--- config.mk ---
export PLATFORM = sky130hd
export DESIGN_NAME = aafc_plane
export DESIGN_NICKNAME = d
export VERILOG_FILES = /design/src/hdl/aafc_pkg.sv /design/src/hdl/aafc_plane.sv
export SDC_FILE = /design/constraint.sdc
export NUM_CORES = 2
export LEC_CHECK = 0
export BUFFER_PORTS_ARGS = -buffer_cell sky130_fd_sc_hd__buf_2
export CAP_MARGIN = 20
export CORE_UTILIZATION = 50
export CTS_CLUSTER_DIAMETER = 80
export DETAILED_ROUTE_END_ITERATION = 7
export PLACE_DENSITY = 0.7
export SETUP_SLACK_MARGIN = 0.1
export SLEW_MARGIN = 30
export SYNTH_ARGS = -nofsm -noshare
export SYNTH_HDL_FRONTEND = slang
export SYNTH_SLANG_ARGS = --single-unit
--- constraint.sdc ---
create_clock -name i_clk -period 6.7 [get_ports i_clk]
set_clock_uncertainty 0.1 [all_clocks]
set_input_delay 1.34 -clock i_clk [delete_from_list [all_inputs] [get_ports i_clk]]
set_output_delay 1.34 -clock i_clk [all_outputs]
set_load 0.1 [all_outputs]
--- src/hdl/aafc_pkg.sv ---
`timescale 1ns / 1ps
`default_nettype none

package aafc_pkg;

    localparam int NUM_PLANES = 6;
    localparam int IDX_W      = 3;
    localparam int COORD_W    = 16;
    localparam int NRM_W      = 16;
    localparam int DIST_W     = 32;
    localparam int PROD_W     = NRM_W + COORD_W;
    localparam int DIST_SH    = 6;
    localparam int D64_W      = DIST_W + DIST_SH;
    localparam int ACC_W      = D64_W + 2;

    typedef enum logic {
        OP_WRITE = 1'b0,
        OP_TEST  = 1'b1
    } t_aafc_op;

    typedef struct packed {
        t_aafc_op                   operation;
        logic [IDX_W-1:0]           plane_index;
        logic signed [NRM_W-1:0]    normal_x;
        logic signed [NRM_W-1:0]    normal_y;
        logic signed [NRM_W-1:0]    normal_z;
        logic signed [DIST_W-1:0]   plane_dist;
        logic signed [COORD_W-1:0]  min_x;
        logic signed [COORD_W-1:0]  min_y;
        logic signed [COORD_W-1:0]  min_z;
        logic signed [COORD_W-1:0]  max_x;
        logic signed [COORD_W-1:0]  max_y;
        logic signed [COORD_W-1:0]  max_z;
    } t_aafc_in;

    typedef struct packed {
        logic visible;
    } t_aafc_out;

    // z in the top bits, x in the bottom
    typedef struct packed {
        logic signed [NRM_W-1:0] z;
        logic signed [NRM_W-1:0] y;
        logic signed [NRM_W-1:0] x;
    } t_aafc_nrm;

    // per-stage advance strobes of the test pipeline
    typedef struct packed {
        logic a;
        logic b;
        logic c;
    } t_aafc_adv;

    // Coordinate that maximises n*v over {lo, hi}; min and max may be swapped.
    function automatic logic signed [COORD_W-1:0] sel_coord(
        input logic signed [NRM_W-1:0]   n,
        input logic signed [COORD_W-1:0] lo,
        input logic signed [COORD_W-1:0] hi
    );
        logic hi_gt;
        hi_gt = hi > lo;
        if (n[NRM_W-1]) begin
            return hi_gt ? lo : hi;
        end
        return hi_gt ? hi : lo;
    endfunction

endpackage

`default_nettype wire

--- src/hdl/aafc_plane.sv ---
`timescale 1ns / 1ps
`default_nettype none

module aafc_plane (
    input  wire logic                              i_clk,
    input  wire aafc_pkg::t_aafc_adv               i_adv,
    input  wire aafc_pkg::t_aafc_nrm               i_nrm,
    input  wire logic signed [aafc_pkg::DIST_W-1:0] i_dist,
    input  wire aafc_pkg::t_aafc_in                i_box,
    output logic                                   o_behind
);
    import aafc_pkg::*;

    // stage A: normal snapshot and farthest corner along the normal
    t_aafc_nrm                 r_nrm;
    logic signed [COORD_W-1:0] r_px, r_py, r_pz;
    logic signed [DIST_W-1:0]  r_d;
    // stage B: products
    logic signed [PROD_W-1:0]  r_prx, r_pry, r_prz;
    logic signed [D64_W-1:0]   r_d64;
    // stage C: verdict
    logic                      r_behind;
    logic signed [ACC_W-1:0]   n_diff;

    always_ff @(posedge i_clk) begin
        if (i_adv.a) begin
            r_nrm <= i_nrm;
            r_d   <= i_dist;
            r_px  <= sel_coord(i_nrm.x, i_box.min_x, i_box.max_x);
            r_py  <= sel_coord(i_nrm.y, i_box.min_y, i_box.max_y);
            r_pz  <= sel_coord(i_nrm.z, i_box.min_z, i_box.max_z);
        end
        if (i_adv.b) begin
            r_prx <= r_nrm.x * r_px;
            r_pry <= r_nrm.y * r_py;
            r_prz <= r_nrm.z * r_pz;
            r_d64 <= {r_d, {DIST_SH{1'b0}}};
        end
        if (i_adv.c) begin
            r_behind <= n_diff[ACC_W-1];
        end
    end

    // worst corner behind means all eight are
    assign n_diff = ACC_W'(r_prx) + ACC_W'(r_pry) + ACC_W'(r_prz) - ACC_W'(r_d64);

    assign o_behind = r_behind;

endmodule

`default_nettype wire

==> run metrics <==
outcome complete, no violations; Max Root-Sink Buffers 3; minimum clock period 6.40 ns; Slew headroom 0.405; Synth cell types 85; Initial Util 0.506; initial antenna violation count 2; fin area 0.0474 sq mm; Die ar. 0.0875 sq mm; Setup TNS 0 ns; H-tree level count 2; TritonCTS clock tree done; Async SR Flop Fraction 0; Storage cell area 0.00772 sq mm; number of buffers inserted by hold repair at cts 0; number of fill cells 7,507; Core Area 0.0853 sq mm; post-synthesis cell count 4,272; R2R Setup Slk 0.30 ns; Worst Hold Depth 0; number of global-route vias before repair 32,000; Routed Antenna Nets 0; syn avg cell area 10.1 sq um; pin count of the biggest net entering global routing 84; register area share after synthesis 0.179; cts bufs inserted 35; global-route wire length before repair 161,000 um; gr usage total 0.235; Post-Syn Area 0.0431 sq mm; launching point of the worst reg2reg path r_nrm[47]; top cells by area, synth fa_1 40%, edfxtp_1 18%, ha_1 9.8%; CP Launch Point r_nrm[47]; # DRC 0; drt initial violations 1,685; Slew Viols, Final 0; Net Count, Synth 5,727; Final Non-Filler Cells 5,682; num ports 265; Worst Hold Path EP r_d64[32]; HP Class reg -> reg; crit path DAT 6.64 ns; placed inst area 0.0459 sq mm; Rows 107; fraction of final layout cells sized beyond drive strength 1 0.0950; RSZ-0062 raised after global routing false; EDFF count, synth 257; count leader, synth inv_1; Fmax achieved 156 MHz; Synth Warn # 0; crit path capture type register; width of the die 296 um; wirelength, routed 96,200 um; multi-input logic area 0.0311 sq mm; DR WL/cell 16.9 um; Final nets 5,965; die span in y 296 um; via count 29,500; clk slew on worst S/H paths 0.06 ns; Worst Path Required 6.94 ns; IO Port Bufs 180; final hold vios 0; CTS Sinks 257; synthesized flop and latch total 257; worst slew pin tran 0.893 ns; Reg2Reg Capture Point r_prz[31]; ys flop type edfxtp_1; HPWL after DPL 79,900 um; Post-synth top cells 1,038 x inv_1, 854 x fa_1, 451 x nand2_1; CTS root buffer clkbuf_16; Final period util 0.955; Layout area overhead 9.90%; Worst R2R Path Depth 17; Hold Startpoint r_d[26]; Clock Latency Late Sink 0.58 ns; final worst slack 0.301 ns; dpl ws 0.118 ns; total gr overflow 0; kind of critical path reg -> reg; DP Cell Count 5,582; Worst Path Max Fanout 9; endpoints failing setup 0; post-DR vias/cell 5.20; gpl congestion 0.873; crit path launch type register; Synth top area share 0.396; dominant cell type by area after synthesis fa_1; Initial DRT Pass Iterations 5; max cap viols 0
[layout by cell type (no fill, tap or decap), types with 26 or more instances in the layout]
cell	count
a21o_1	41
a32oi_1	33
buf_4	144
nor2_1	78
o21a_1	26
and2_1	370
nand2_1	451
nand2b_1	88
a2111oi_0	37
edfxtp_1	257
ha_1	336
inv_1	1038
xnor2_1	76
a21oi_1	67
nor3_1	27
or2_1	33
buf_2	178
fa_1	852
o21ai_0	50
clkbuf_16	35
[critical path, cell delays in order (launching register included)]
cell and delay, ns:
edfxtp_1 0.56, nand2_1 0.19, inv_1 0.10, fa_2 0.70, fa_1 0.51, fa_1 0.46
fa_1 0.50, fa_1 0.57, inv_1 0.06, fa_1 0.50, inv_1 0.05, ha_1 0.40
nand4_1 0.19, or4_1 0.52, a311oi_1 0.27, buf_4 0.17, nor3_1 0.04, nor3_1 0.28
[routing by layer]
metal,track usage,share of wire,vias to the layer above
li1,-,-,13600
met1,0.308,0.42,15100
met2,0.403,0.50,637
met3,0.0349,0.052,143
met4,0.0662,0.027,0
met5,0,0,-
[registers in the layout, summed over array words and instances (netlist names)]
| name | cells |
|---|---|
| r_prz | 32 |
| r_d | 32 |
| r_pry | 32 |
| r_py | 16 |
| r_nrm | 48 |
| r_pz | 16 |
| r_px | 16 |
| o_behind | 1 |
| r_d64 | 32 |
| r_prx | 32 |
[final cells by class]
class                   count  area share
diodes                      3    0.000158
clock buffers              37      0.0186
clock inverters            25     0.00549
inverters                1038      0.0822
multi-input cells        2846       0.655
flip-flops and latches    257       0.163
well taps                1144      0.0302
repair buffers            332      0.0453
[cell families (layout without fill, tap and decap cells)]
family,Yosys count,after routing,synth area share
compound gates,379,379,0.0632
other cells,0,3,0
flops,257,257,0.179
mux,18,18,0.00467
buf+inv,1169,1432,0.102
simple gates,1159,1159,0.137
xor+xnor,99,99,0.0203
fa+ha+maj,1191,1191,0.494
[how the worst max path moves through the flow]
stage / endpoint / cells past startpoint
after CTS: r_prz[31] / 17
after global routing: r_prz[28] / 20
after floorplan: r_prz[29] / 18
after global placement: r_prz[21] / 18
final: r_prz[31] / 17
after detailed placement: r_prz[31] / 17
[per-stage QoR]
step           hold slack, ns  utilization
2_1_floorplan           0.300            -
3_3_place_gp            0.305        0.538
3_5_place_dp            0.305        0.538
4_1_cts                 0.319        0.551
5_1_grt                 0.323        0.556
6_report                0.319        0.556
[repair_timing]
item	CTS	global route
buffers inserted	2	33
resized for setup	0	10
endpoints found under the setup margin	1	22
Power is left out: the tool's default activity adds up to more than one toggle a clock period on the data nets, which glitch-free logic cannot reach.
